==> config.mk <==
export PLATFORM = sky130hd
export DESIGN_NAME = url_unescape_shell_escape
export DESIGN_NICKNAME = d
export VERILOG_FILES = /design/src/rtl/urlu_pkg.sv /design/src/rtl/url_unescape_shell_escape.sv /design/src/rtl/urlu_front.sv /design/src/rtl/urlu_queue.sv /design/src/rtl/urlu_back.sv
export SDC_FILE = /design/constraint.sdc
export NUM_CORES = 1
export LEC_CHECK = 0
export ABC_AREA = 1
export ABC_CLOCK_PERIOD_IN_PS = 2500
export BUFFER_PORTS_ARGS = -buffer_cell sky130_fd_sc_hd__buf_2
export CAP_MARGIN = 20
export CORE_ASPECT_RATIO = 0.6
export CORE_MARGIN = 2
export CORE_UTILIZATION = 55
export CTS_CLUSTER_SIZE = 14
export DETAILED_ROUTE_END_ITERATION = 12
export GPL_TIMING_DRIVEN = 0
export MAX_ROUTING_LAYER = met4
export PLACE_DENSITY = 0.76
export REMOVE_ABC_BUFFERS = 1
export SETUP_SLACK_MARGIN = 0.5
export SLEW_MARGIN = 20
export SYNTH_ARGS = -nofsm -noshare
export SYNTH_HDL_FRONTEND = slang
export SYNTH_SLANG_ARGS = --single-unit
==> constraint.sdc <==
create_clock -name clk_i -period 2.5 [get_ports clk_i]
set_input_delay 0.125 -clock clk_i [delete_from_list [all_inputs] [get_ports clk_i]]
set_output_delay 0.125 -clock clk_i [all_outputs]
set_load 0.01 [all_outputs]
==> src/rtl/urlu_pkg.sv <==
// Shared types, constants and decode helpers for the URL unescape block.
`default_nettype none
package urlu_pkg;

  localparam logic [7:0] ChPlus      = 8'h2B;
  localparam logic [7:0] ChSpace     = 8'h20;
  localparam logic [7:0] ChPercent   = 8'h25;
  localparam logic [7:0] ChBackslash = 8'h5C;
  localparam logic [7:0] ChUpperA    = 8'h41;
  localparam logic [7:0] ChZero      = 8'h30;
  localparam logic [7:0] CaseMask    = 8'hDF;
  localparam logic [7:0] AlphaBias   = 8'd10;

  // One queued output byte; bs requests a backslash ahead of it.
  typedef struct packed {
    logic       bs;
    logic [7:0] data;
  } entry_t;

  // Front to queue push request.
  typedef struct packed {
    logic   valid;
    entry_t entry;
  } push_t;

  // Queue occupancy flags.
  typedef struct packed {
    logic full;
    logic empty;
  } q_stat_t;

  // Hex digit value, no range check, modulo 256.
  function automatic logic [7:0] digit_value(input logic [7:0] c);
    logic [7:0] v;
    if (c >= ChUpperA) begin
      v = (c & CaseMask) - ChUpperA + AlphaBias;
    end else begin
      v = c - ChZero;
    end
    return v;
  endfunction

  // Shell metacharacters: & ; ` ' | * ? - ~ < > ^ ( ) [ ] { } $ and backslash.
  function automatic logic is_shell_meta(input logic [7:0] c);
    logic m;
    case (c) inside
      8'h26, 8'h3B, 8'h60, 8'h27, 8'h7C, 8'h2A, 8'h3F, 8'h2D, 8'h7E, 8'h3C,
      8'h3E, 8'h5E, 8'h28, 8'h29, 8'h5B, 8'h5D, 8'h7B, 8'h7D, 8'h24,
      ChBackslash: m = 1'b1;
      default:     m = 1'b0;
    endcase
    return m;
  endfunction

endpackage
`default_nettype wire

==> src/rtl/url_unescape_shell_escape.sv <==
// Top level of the URL percent decoder with optional shell escaping.
//
// Takes one encoded byte per transaction (in_last_i marks the end of the
// string) and returns decoded bytes: '+' maps to space, '%' plus two digits
// gives one byte (digits unchecked, value modulo 256). With shell escaping
// enabled a backslash transaction precedes each decoded shell metacharacter.
// A string that ends inside an escape gives exactly one byte, the partial
// value (0 after a lone '%', hi*16 after one digit), never escaped. Rate:
// one input byte per cycle while the FIFO is not full; each inserted
// backslash adds one transaction to the single output register. Accepted
// bytes pass through the FIFO, then the output register. A QUEUE_DEPTH-entry
// FIFO between the decode front and the output back end absorbs backslash
// bursts and output stalls; in_stall_o rises only when that FIFO is full.
// The config write port is always ready; write only while the block is idle.
`default_nettype none
module url_unescape_shell_escape #(
  parameter int unsigned QUEUE_DEPTH = 4
) (
  input  wire logic       clk_i,
  input  wire logic       rst_ni,
  // configuration
  input  wire logic       cfg_valid_i,
  output logic            cfg_ready_o,
  input  wire logic       cfg_shell_escape_enable_i,
  // input stream
  input  wire logic       in_valid_i,
  output logic            in_stall_o,
  input  wire logic [7:0] in_byte_i,
  input  wire logic       in_last_i,
  // output stream
  output logic            out_valid_o,
  input  wire logic       out_stall_i,
  output logic [7:0]      out_byte_o
);

  logic                 shell_en_q;
  logic                 accept;
  logic                 pop;
  urlu_pkg::push_t      push;
  urlu_pkg::entry_t     head;
  urlu_pkg::q_stat_t    stat;

  assign cfg_ready_o = 1'b1;

  always_ff @(posedge clk_i or negedge rst_ni) begin
    if (!rst_ni) begin
      shell_en_q <= 1'b0;
    end else if (cfg_valid_i && cfg_ready_o) begin
      shell_en_q <= cfg_shell_escape_enable_i;
    end
  end

  // Stall only on a full queue, so a byte that yields nothing still flows.
  assign in_stall_o = stat.full;
  assign accept     = in_valid_i && !in_stall_o;

  urlu_front u_front (
    .clk_i      (clk_i),
    .rst_ni     (rst_ni),
    .accept_i   (accept),
    .in_byte_i  (in_byte_i),
    .in_last_i  (in_last_i),
    .shell_en_i (shell_en_q),
    .push_o     (push)
  );

  urlu_queue #(
    .Depth (QUEUE_DEPTH)
  ) u_queue (
    .clk_i  (clk_i),
    .rst_ni (rst_ni),
    .push_i (push),
    .pop_i  (pop),
    .head_o (head),
    .stat_o (stat)
  );

  urlu_back u_back (
    .clk_i       (clk_i),
    .rst_ni      (rst_ni),
    .head_i      (head),
    .stat_i      (stat),
    .pop_o       (pop),
    .out_valid_o (out_valid_o),
    .out_stall_i (out_stall_i),
    .out_byte_o  (out_byte_o)
  );

endmodule
`default_nettype wire

==> src/rtl/urlu_front.sv <==
// Front end: accepts input bytes, tracks percent escapes, classifies output bytes.
`default_nettype none
module urlu_front (
  input  wire logic            clk_i,
  input  wire logic            rst_ni,
  input  wire logic            accept_i,
  input  wire logic [7:0]      in_byte_i,
  input  wire logic            in_last_i,
  input  wire logic            shell_en_i,
  output urlu_pkg::push_t      push_o
);

  typedef enum logic [1:0] {
    PhIdle = 2'd0,
    PhPct  = 2'd1,
    PhHigh = 2'd2
  } phase_e;

  phase_e     phase_q, phase_d;
  logic [7:0] partial_q, partial_d;
  logic [7:0] b;
  logic [7:0] dig;
  logic [7:0] val;
  logic       emit;
  logic       trunc;

  always_comb begin
    b         = (in_byte_i == urlu_pkg::ChPlus) ? urlu_pkg::ChSpace : in_byte_i;
    dig       = urlu_pkg::digit_value(b);
    phase_d   = PhIdle;
    partial_d = partial_q;
    val       = b;
    emit      = 1'b0;
    case (phase_q)
      PhPct: begin
        phase_d   = PhHigh;
        partial_d = {dig[3:0], 4'b0000};
      end
      PhHigh: begin
        val       = partial_q + dig;
        emit      = 1'b1;
        partial_d = '0;
      end
      default: begin
        if (b == urlu_pkg::ChPercent) begin
          phase_d   = PhPct;
          partial_d = '0;
        end else begin
          emit = 1'b1;
        end
      end
    endcase
    // String ends mid-escape: flush the partial value, unescaped.
    trunc = in_last_i && (phase_d != PhIdle);
    if (trunc) begin
      val       = partial_d;
      emit      = 1'b1;
      phase_d   = PhIdle;
      partial_d = '0;
    end
    push_o.valid      = accept_i && emit;
    push_o.entry.data = val;
    push_o.entry.bs   = shell_en_i && !trunc && urlu_pkg::is_shell_meta(val);
  end

  always_ff @(posedge clk_i or negedge rst_ni) begin
    if (!rst_ni) begin
      phase_q   <= PhIdle;
      partial_q <= '0;
    end else if (accept_i) begin
      phase_q   <= phase_d;
      partial_q <= partial_d;
    end
  end

endmodule
`default_nettype wire

==> src/rtl/urlu_queue.sv <==
// Small FIFO decoupling the decode front from the output back end.
`default_nettype none
module urlu_queue #(
  parameter int unsigned Depth = 4
) (
  input  wire logic             clk_i,
  input  wire logic             rst_ni,
  input  wire urlu_pkg::push_t  push_i,
  input  wire logic             pop_i,
  output urlu_pkg::entry_t      head_o,
  output urlu_pkg::q_stat_t     stat_o
);

  localparam int unsigned AW = (Depth > 1) ? $clog2(Depth) : 1;
  localparam int unsigned CW = $clog2(Depth + 1);

  urlu_pkg::entry_t mem_q [Depth];
  logic [AW-1:0]    wptr_q, rptr_q;
  logic [CW-1:0]    cnt_q;
  logic             do_push, do_pop;

  assign stat_o.full  = (cnt_q == CW'(Depth));
  assign stat_o.empty = (cnt_q == '0);
  assign do_push      = push_i.valid && !stat_o.full;
  assign do_pop       = pop_i && !stat_o.empty;
  assign head_o       = mem_q[rptr_q];

  always_ff @(posedge clk_i) begin
    if (do_push) begin
      mem_q[wptr_q] <= push_i.entry;
    end
  end

  always_ff @(posedge clk_i or negedge rst_ni) begin
    if (!rst_ni) begin
      wptr_q <= '0;
      rptr_q <= '0;
      cnt_q  <= '0;
    end else begin
      if (do_push) begin
        wptr_q <= (wptr_q == AW'(Depth - 1)) ? '0 : wptr_q + 1'b1;
      end
      if (do_pop) begin
        rptr_q <= (rptr_q == AW'(Depth - 1)) ? '0 : rptr_q + 1'b1;
      end
      if (do_push && !do_pop) begin
        cnt_q <= cnt_q + 1'b1;
      end else if (do_pop && !do_push) begin
        cnt_q <= cnt_q - 1'b1;
      end
    end
  end

endmodule
`default_nettype wire

==> src/rtl/urlu_back.sv <==
// Back end: drains the queue, inserts backslashes, holds the output register.
`default_nettype none
module urlu_back (
  input  wire logic              clk_i,
  input  wire logic              rst_ni,
  input  wire urlu_pkg::entry_t  head_i,
  input  wire urlu_pkg::q_stat_t stat_i,
  output logic                   pop_o,
  output logic                   out_valid_o,
  input  wire logic              out_stall_i,
  output logic [7:0]             out_byte_o
);

  logic       valid_q, valid_d;
  logic       sent_q, sent_d;
  logic [7:0] byte_q, byte_d;
  logic       load;

  always_comb begin
    load    = !valid_q || !out_stall_i;
    valid_d = valid_q;
    sent_d  = sent_q;
    byte_d  = byte_q;
    pop_o   = 1'b0;
    if (load) begin
      valid_d = !stat_i.empty;
      if (!stat_i.empty) begin
        if (head_i.bs && !sent_q) begin
          byte_d = urlu_pkg::ChBackslash;
          sent_d = 1'b1;
        end else begin
          byte_d = head_i.data;
          sent_d = 1'b0;
          pop_o  = 1'b1;
        end
      end
    end
  end

  always_ff @(posedge clk_i or negedge rst_ni) begin
    if (!rst_ni) begin
      valid_q <= 1'b0;
      sent_q  <= 1'b0;
    end else begin
      valid_q <= valid_d;
      sent_q  <= sent_d;
    end
  end

  always_ff @(posedge clk_i) begin
    byte_q <= byte_d;
  end

  assign out_valid_o = valid_q;
  assign out_byte_o  = byte_q;

endmodule
`default_nettype wire

==> results of run 1 <==
-- per-stage QoR --
step / power, mW / hold slack [ns] / setup TNS [ns] / utilization, %
floorplan: 2.73 / -0.171 / -5.31 / -
global placement: 3.11 / 0.109 / -22.71 / 60.5
detailed placement: 3.20 / 0.120 / -28.38 / 60.5
CTS: 4.53 / 0.00765 / -0.903 / 70.5
global route: 5.35 / 0.0345 / -11.45 / 80.1
finish: 5.11 / 0.00850 / -8.54 / 80.1
-- critical path, stage by stage --
cell     delay (ns)
buf_6          0.11
inv_4          0.06
ha_4           0.15
nand3_4        0.11
a21oi_4        0.16
nand2_1        0.10
nand2_2        0.14
nand3_4        0.17
buf_6          0.17
nand2_4        0.06
a21oi_4        0.04
xor2_1         0.21
inv_1          0.10
ha_4           0.27
nand2_1        0.07
inv_1          0.05
nand4_1        0.08
nand3_2        0.09
a21oi_1        0.19
o21ai_1        0.11
nand3_2        0.11
inv_1          0.06
a21oi_2        0.12
nand3_2        0.09
nand3_2        0.09
a21oi_4        0.07
-- power breakdown --
group	switching, mW	internal [mW]
Clock	0.407	0.691
Sequential	0.229	1.52
Combinational	1.36	0.913
-- layout make-up --
class	count	share of cell area, %
sequential	64	33.4
tap	87	1.99
timing repair buffer	77	11.9
inverter	76	5.96
clock buffer	14	4.65
multi-input combinational	304	41.9
clock inverter	2	0.137
-- repair_timing --
action | CTS | global route
setup buffers | 13 | 38
gates resized for setup | 76 | 85
hold buffers | 2 | 0
endpoints found under the setup margin | 92 | 79
pin swaps | 23 | 34
endpoints found under the hold margin | 21 | 0
-- layout by cell type (no fill, tap or decap), drive strengths merged --
master / count
o21ai: 38
a211oi: 1
conb: 1
nand3: 32
or2: 4
clkbuf: 14
o22ai: 8
dfrtp: 20
o21a: 1
a21oi: 15
xnor2: 1
nand4: 3
buf: 75
clkinv: 4
o31ai: 2
nor2: 43
inv: 74
dlygate4sd3: 2
fa: 2
ha: 26
o211ai: 3
xor2: 5
nand2: 113
edfxtp: 44
o221ai: 4
mux2: 1
nor3: 1
-- metal layers --
metal,vias up,global-route usage [%]
li1,1646,-
met1,1787,37.0
met2,283,35.8
met3,73,6.99
met4,0,7.72
met5,-,-
-- path summary, 6_finish.rpt --
| path | start | endpoint | cells after the start |
|---|---|---|---|
| min reg2reg | shell_en_q$_DFFE_PN0P_ | shell_en_q$_DFFE_PN0P_ | 2 |
| min | cfg_shell_escape_enable_i | shell_en_q$_DFFE_PN0P_ | 3 |
| max | in_byte_i[6] | u_queue.mem_q[2][8]$_DFFE_PP_ | 26 |
| max reg2reg | u_front.phase_q[0]$_DFFE_PN0P_ | u_queue.mem_q[2][8]$_DFFE_PP_ | 17 |
| min in group asynchronous | rst_ni | u_queue.cnt_q[2]$_DFFE_PN0P_ | 2 |
| max in group asynchronous | rst_ni | u_queue.rptr_q[0]$_DFFE_PN0P_ | 2 |
-- synth_stat cells, types with 8 or more instances --
cell | number | area share, %
inv_1 | 70 | 6.7
nor2_1 | 39 | 3.7
nand3_1 | 27 | 3.4
o21ai_0 | 36 | 4.6
nand2_2 | 11 | 1.7
o22ai_1 | 8 | 1.3
a21oi_1 | 13 | 1.6
nand2_1 | 97 | 9.2
dfrtp_1 | 20 | 13
ha_1 | 26 | 8.2
edfxtp_1 | 44 | 34
-- cell families after synthesis --
family | Yosys count | share of synthesized area, %
xor+xnor | 6 | 1.33
fa+ha+maj | 28 | 9.26
other cells | 1 | 0.0951
simple gates | 196 | 23.7
buf+inv | 84 | 8.47
mux | 1 | 0.286
compound gates | 72 | 10.6
flops | 64 | 46.2
-- state kept, by name (all words and copies together) (netlist names) --
name	cells
u_front.partial_q	8
u_back.out_valid_o	1
u_queue.mem_q	36
u_queue.rptr_q	2
u_queue.wptr_q	2
u_queue.cnt_q	3
shell_en_q	1
u_back.out_byte_o	8
u_back.sent_q	1
u_front.phase_q	2
==> implementation parameters, run 1 <==
Parameter                              Value

Outcome
  Outcome ... complete, but fails checks
  Failing checks ... setup timing

STA
  Number of failing setup endpoints in the final timing report ... 25
  Hold Vio Cnt, Final ... 0
  Transition time of the tightest slew-check pin ... around 0.54 ns
  Least setup slack across all paths after layout ... -0.560 ns
  Unrepaired setup endpoints after global routing ... true
  Maximum clock frequency ... roughly 0.33 GHz
  Final period util ... 122%
  Clock skew ... between 0.007 and 0.008 ns
  Headroom to the max-slew limit ... ~64%
  Period minus WS final ... around 3.1 ns
  Final max-slew violation count ... 0

Critical path
  Critical path required time ... between 2 and 3 ns
  Setup slack on the worst flop-to-flop path ... -0.14 ns
  Endpoint kind of the worst setup timing path ... register
  Critical Path AT ... 3.13 ns
  Crit path max fanout ... 7
  Crit start category ... input pin
  Classification of the worst setup path ... input pin to register

Global route
  Global-route wire length before repair ... ~15000 um
  Aggregate global routing overflow ... 0
  Pin count of the biggest net entering global routing ... 21
  All-Layer GR Usage ... roughly a quarter
  Number of antenna violations at the first check in global routing ... 0
  Vias in the first global route ... about 3k

Detailed routing
  Met1 layer wirelength in the final routing ... between 4000 and 5000 um
  Total Routed Length ... between 10000 and 15000 um
  Pre-antenna DRT Iters ... 7
  Met2 wire length ... ~5500 um
  Post-route DRC violation count ... 0
  DR vias ... about 3.8k
  Number of vias per cell after detailed routing ... ~6.1
  Violation count after the first detailed-route iteration ... ~480
  Wirelength per Cell ... approximately 20 um
  Top Layer Used ... met4
  Detailed route wirelength on metal3 ... approximately 1600 um
  Number of routed nets with antenna violations ... 0

Place
  Final HPWL from detailed placement ... about 6500 um
  Worst Setup Slack post-DPL ... -1.05 ns
  Placed inst area ... slightly above 4000 um2
  Placed cell count ... 555
  Gp weighted congestion ... approximately 0.9
  Buffers on Ports ... 24

Final layout
  Post-route cell area ... around 5500 um2
  Combined area of the multi-input logic cells ... around 2300 um2
  Finished Layout Cells ... between 600 and 700
  # diodes ... 0
  Layout cell share with drive strength beyond 1 ... between 30 and 40%
  Area added between synthesis and finish ... 38.5%
  Total Nets Final ... roughly 580
  Flip-flop and latch area ... around 1800 um2
  Number of filler cells placed in the layout ... 335

Synthesis
  Synthesized instance count ... ~450
  Count of cell types in the netlist ... 38
  Post-Synthesis Cell Area ... between 3000 and 4000 um2
  Share of synthesized area occupied by flip-flops and latches ... between 40% and 50%
  Count of state elements after synthesis ... 64
  Count of warnings emitted by yosys ... 0
  Async S/R FF share, synth ... between 30 and 40%
  Number of enable flip-flop cells after synthesis ... 44
  Most instantiated flip-flop cell in the synthesis netlist ... edfxtp_1
  Average instance area after synthesis ... 8.73 um2

Clock network
  CTS tree ... built
  Sinks on the clock net ... 64
  Number of levels in the clock H-tree ... 3
  Max Root-Sink Buffers ... 2
  TritonCTS Buffers ... 9
  Clock root buffer master ... clkbuf_16
  Clock transition at path regs ... 0.05 ns
  Clk_lat worst skew ... about 0.33 ns

Min path
  Class of the most critical hold timing path ... input pin to register

Job
  Max cap viols ... 0

Power and ir drop
  Power per cell area ... 936 nW/um2
  Leakage power summed over all cells ... between 2 and 2.5 nW
  Highest ir drop seen on vdd ... ~0.67 mV

Floorplanning
  Effective utilization at floorplan ... 57.8%
  Top-level port count ... 26
  Die area ... 7890 um2
  Std-Cell Core Area ... between 6000 and 7000 um2
  Die outline height ... around 70 um
  Die W ... 113 um
  Standard-cell rows ... 23
No activity file was read; power rests on OpenSTA's default activity.
==> run 2: changes to the inputs <==
--- a/config.mk
+++ b/config.mk
@@ -11,15 +11,17 @@
 export CAP_MARGIN = 20
 export CORE_ASPECT_RATIO = 0.6
 export CORE_MARGIN = 2
-export CORE_UTILIZATION = 55
+export CORE_UTILIZATION = 57
+export CTS_BUF_LIST = sky130_fd_sc_hd__clkbuf_4 sky130_fd_sc_hd__clkbuf_8
 export CTS_CLUSTER_SIZE = 14
 export DETAILED_ROUTE_END_ITERATION = 12
 export GPL_TIMING_DRIVEN = 0
 export MAX_ROUTING_LAYER = met4
-export PLACE_DENSITY = 0.76
+export PLACE_DENSITY = 0.79
 export REMOVE_ABC_BUFFERS = 1
 export SETUP_SLACK_MARGIN = 0.5
 export SLEW_MARGIN = 20
 export SYNTH_ARGS = -nofsm -noshare
 export SYNTH_HDL_FRONTEND = slang
 export SYNTH_SLANG_ARGS = --single-unit
+export TNS_END_PERCENT = 10
==> run 2 against run 1 <==
The run still ends with setup timing left. Global-route usage is 2.8 points higher. Combinational power decreased by 16%. Sequential power hardly changed. Total power decreased by 14%. Flip-flop and latch count unchanged. Non-clock buffer count down 20. Maximum frequency shrank 0.43%. Wire length shrank 15%. First-iteration DRC count is 19% lower. Sequential share of layout area up 3.2 points. Clock power down 32%. Clock skew up 0.0014 ns.
==> implementation parameters, run 2 (synthesis results as in run 1) <==
Parameter                              Value

STA
  Maximum clock frequency ... 0.325 GHz (-0.43%)
  Hold slack ... 0.0775 ns (+0.0690 ns)
  Least setup slack across all paths after layout ... -0.574 ns (-0.0133 ns)
  Clock skew ... 0.00927 ns (+0.00140 ns)
  Transition time of the tightest slew-check pin ... 0.521 ns (-0.0147 ns)
  Final max-slew violation count ... 0 (unchanged)
  Final period util ... 123% (+0.53 points)
  Period minus WS final ... 3.07 ns (+0.0133 ns)
  Headroom to the max-slew limit ... 65.2% (+0.98 points)
  Number of failing setup endpoints in the final timing report ... 20 (-20%)
  Hold Vio Cnt, Final ... 0 (unchanged)
  Final sum of negative setup slack ... -5.39 ns (+3.14 ns)
  Unrepaired setup endpoints after global routing ... true

Detailed routing
  Detailed route wirelength on metal3 ... 1060 um (-34%)
  Number of routed nets with antenna violations ... 0 (unchanged)
  DR vias ... 3555 (-6.2%)
  Met2 wire length ... 4780 um (-13%)
  Top Layer Used ... met4
  Post-route DRC violation count ... 0 (unchanged)
  Number of vias per cell after detailed routing ... 5.89 (-3.1%)
  Wirelength per Cell ... 17.6 um (-12%)
  Violation count after the first detailed-route iteration ... 389 (-19%)
  Met1 layer wirelength in the final routing ... 4380 um (-11%)
  Pre-antenna DRT Iters ... 7 (unchanged)
  Total Routed Length ... 10700 um (-15%)

Floorplanning
  Effective utilization at floorplan ... 59.1% (+1.2 points)
  Top-level port count ... 26 (unchanged)
  Die area ... 7620 um2 (-3.3%)
  Die outline height ... 68.4 um (-1.7%)
  Std-Cell Core Area ... 6680 um2 (-2.1%)
  Standard-cell rows ... 23 (unchanged)
  Die W ... 111 um (-1.7%)

Min path
  Class of the most critical hold timing path ... input pin to register

Clock network
  Number of levels in the clock H-tree ... 3 (unchanged)
  Clock root buffer master ... clkbuf_8
  CTS tree ... built
  Clock transition at path regs ... 0.06 ns (about the same)
  TritonCTS Buffers ... 9 (unchanged)
  Max Root-Sink Buffers ... 2 (unchanged)
  Clk_lat worst skew ... 0.34 ns (about the same)
  Sinks on the clock net ... 64 (unchanged)

Final layout
  Combined area of the multi-input logic cells ... 2170 um2 (-5.1%)
  Post-route cell area ... 4990 um2 (-8.7%)
  Layout cell share with drive strength beyond 1 ... 33.3% (-5.7 points)
  Commonest cells after routing, fill and taps aside ... nand2_1 (83), inv_1 (57), edfxtp_1 (44)
  Flip-flop and latch area ... 1830 um2 (about the same)
  Top reg by flops ... u_queue.mem_q
  # diodes ... 0 (unchanged)
  Finished Layout Cells ... 604 (-3.2%)
  Most frequent standard cell in the layout excluding fill and tap cells ... nand2_1
  Post-route core utilization ... 74.7% (-5.4 points)
  Number of flip-flops in the largest register ... 36 (unchanged)
  Total Nets Final ... 555 (-3.5%)
  Number of filler cells placed in the layout ... 444 (+33%)
  Area added between synthesis and finish ... 26.4%

Place
  Gp weighted congestion ... 0.931 (+2.9%)
  Placed inst area ... 4120 um2 (unchanged)
  Final HPWL from detailed placement ... 6390 um (-1.4%)
  Placed cell count ... 555 (unchanged)
  Buffers on Ports ... 24 (unchanged)
  Worst Setup Slack post-DPL ... -1.11 ns (-0.0603 ns)

Critical path
  Endpoint kind of the worst setup timing path ... register
  Setup slack on the worst flop-to-flop path ... 0.02 ns (+0.16 ns)
  Critical path required time ... 2.58 ns (about the same)
  Crit start category ... input pin
  Classification of the worst setup path ... input pin to register
  Critical Path AT ... 3.16 ns (+0.03 ns)
  Crit path max fanout ... 7 (unchanged)

Job
  Max cap viols ... 0 (unchanged)

Outcome
  Outcome ... complete, but fails checks
  Failing checks ... setup timing

Power and ir drop
  Highest ir drop seen on vdd ... 0.679 mV (+2.0%)
  Power, Total ... 4.38 mW (-14%)
  Leakage power summed over all cells ... 2.26 nW (-7.6%)
  Power per cell area ... 879 nW/um2 (-6.1%)

Global route
  Number of antenna violations at the first check in global routing ... 0 (unchanged)
  All-Layer GR Usage ... 28.5% (+2.8 points)
  Pin count of the biggest net entering global routing ... 21 (unchanged)
  Aggregate global routing overflow ... 0 (unchanged)
  Vias in the first global route ... 3238 (+7.9%)
  Global-route wire length before repair ... 15900 um (+6.4%)
[run 2: cell types whose count changed in the layout (fill, tap and decap cells not counted), moves of 5 or more]
| cell | previous run | this run |
|---|---|---|
| buf_12 | 5 | 0 |
| buf_4 | 38 | 30 |
| buf_6 | 12 | 3 |
| clkbuf_16 | 9 | 0 |
| clkbuf_8 | 1 | 9 |
| inv_1 | 52 | 57 |
| nand2_1 | 75 | 83 |
| nand2_2 | 24 | 19 |
[run 2: path summary, 6_finish.rpt]
kind                                                start  cells after the start                          endpoint
setup / recovery                             in_byte_i[6]                     25     u_queue.mem_q[2][8]$_DFFE_PP_
min in group asynchronous                          rst_ni                      2  u_front.partial_q[4]$_DFFE_PN0P_
setup reg to reg           u_front.phase_q[0]$_DFFE_PN0P_                     13     u_queue.mem_q[2][8]$_DFFE_PP_
hold / removal                                out_stall_i                      3    u_back.out_valid_o$_DFFE_PN0N_
hold reg to reg              u_queue.cnt_q[0]$_DFFE_PN0P_                      1      u_queue.cnt_q[0]$_DFFE_PN0P_
max in group asynchronous                          rst_ni                      2     u_queue.rptr_q[0]$_DFFE_PN0P_
[run 2: where the power goes]
part           leakage (nW)  switching (mW)  internal (mW)  total, mW
registers             0.660           0.220           1.51       1.73
clock network        0.0911           0.376          0.371      0.747
logic                  1.51            1.16          0.742       1.90
total                  2.26            1.76           2.63       4.38
[run 2: per-layer routing]
layer  track usage (%)  vias up
met3              8.24       65
met5                 -        -
met4              7.87        0
met2              45.0      221
met1              36.8     1665
li1                  -     1604
[run 2: worst max-delay path, cell delays in order]
cell and delay, ns:
buf_6 0.11, inv_4 0.05, ha_4 0.15, nand3_4 0.09
a21oi_4 0.21, nand2_2 0.09, nand2_4 0.10, nand3_4 0.13
nand2_2 0.14, a21oi_4 0.05, nor2_2 0.19, inv_1 0.12
ha_4 0.26, nand2_1 0.12, nand2_1 0.10, nand2_1 0.11
nand3_2 0.10, a21oi_1 0.19, o21ai_1 0.12, nand3_1 0.14
inv_1 0.07, a21oi_2 0.13, nand3_2 0.09, nand3_2 0.08
a21oi_4 0.07
[run 2: final cells by class]
type | instances | area share (%)
Multi-Input combinational cell | 304 | 43.6
Sequential cell | 64 | 36.6
Timing Repair Buffer | 57 | 8.16
Inverter | 76 | 6.22
Clock buffer | 11 | 2.79
Tap cell | 87 | 2.18
Clock inverter | 5 | 0.477
[run 2: repair_timing]
item,in CTS,in global routing
setup endpoints to repair,89,74
pin swaps,32,32
resized for setup,90,26
hold endpoints to repair,21,0
buffers inserted,21,9
hold buffers,3,0
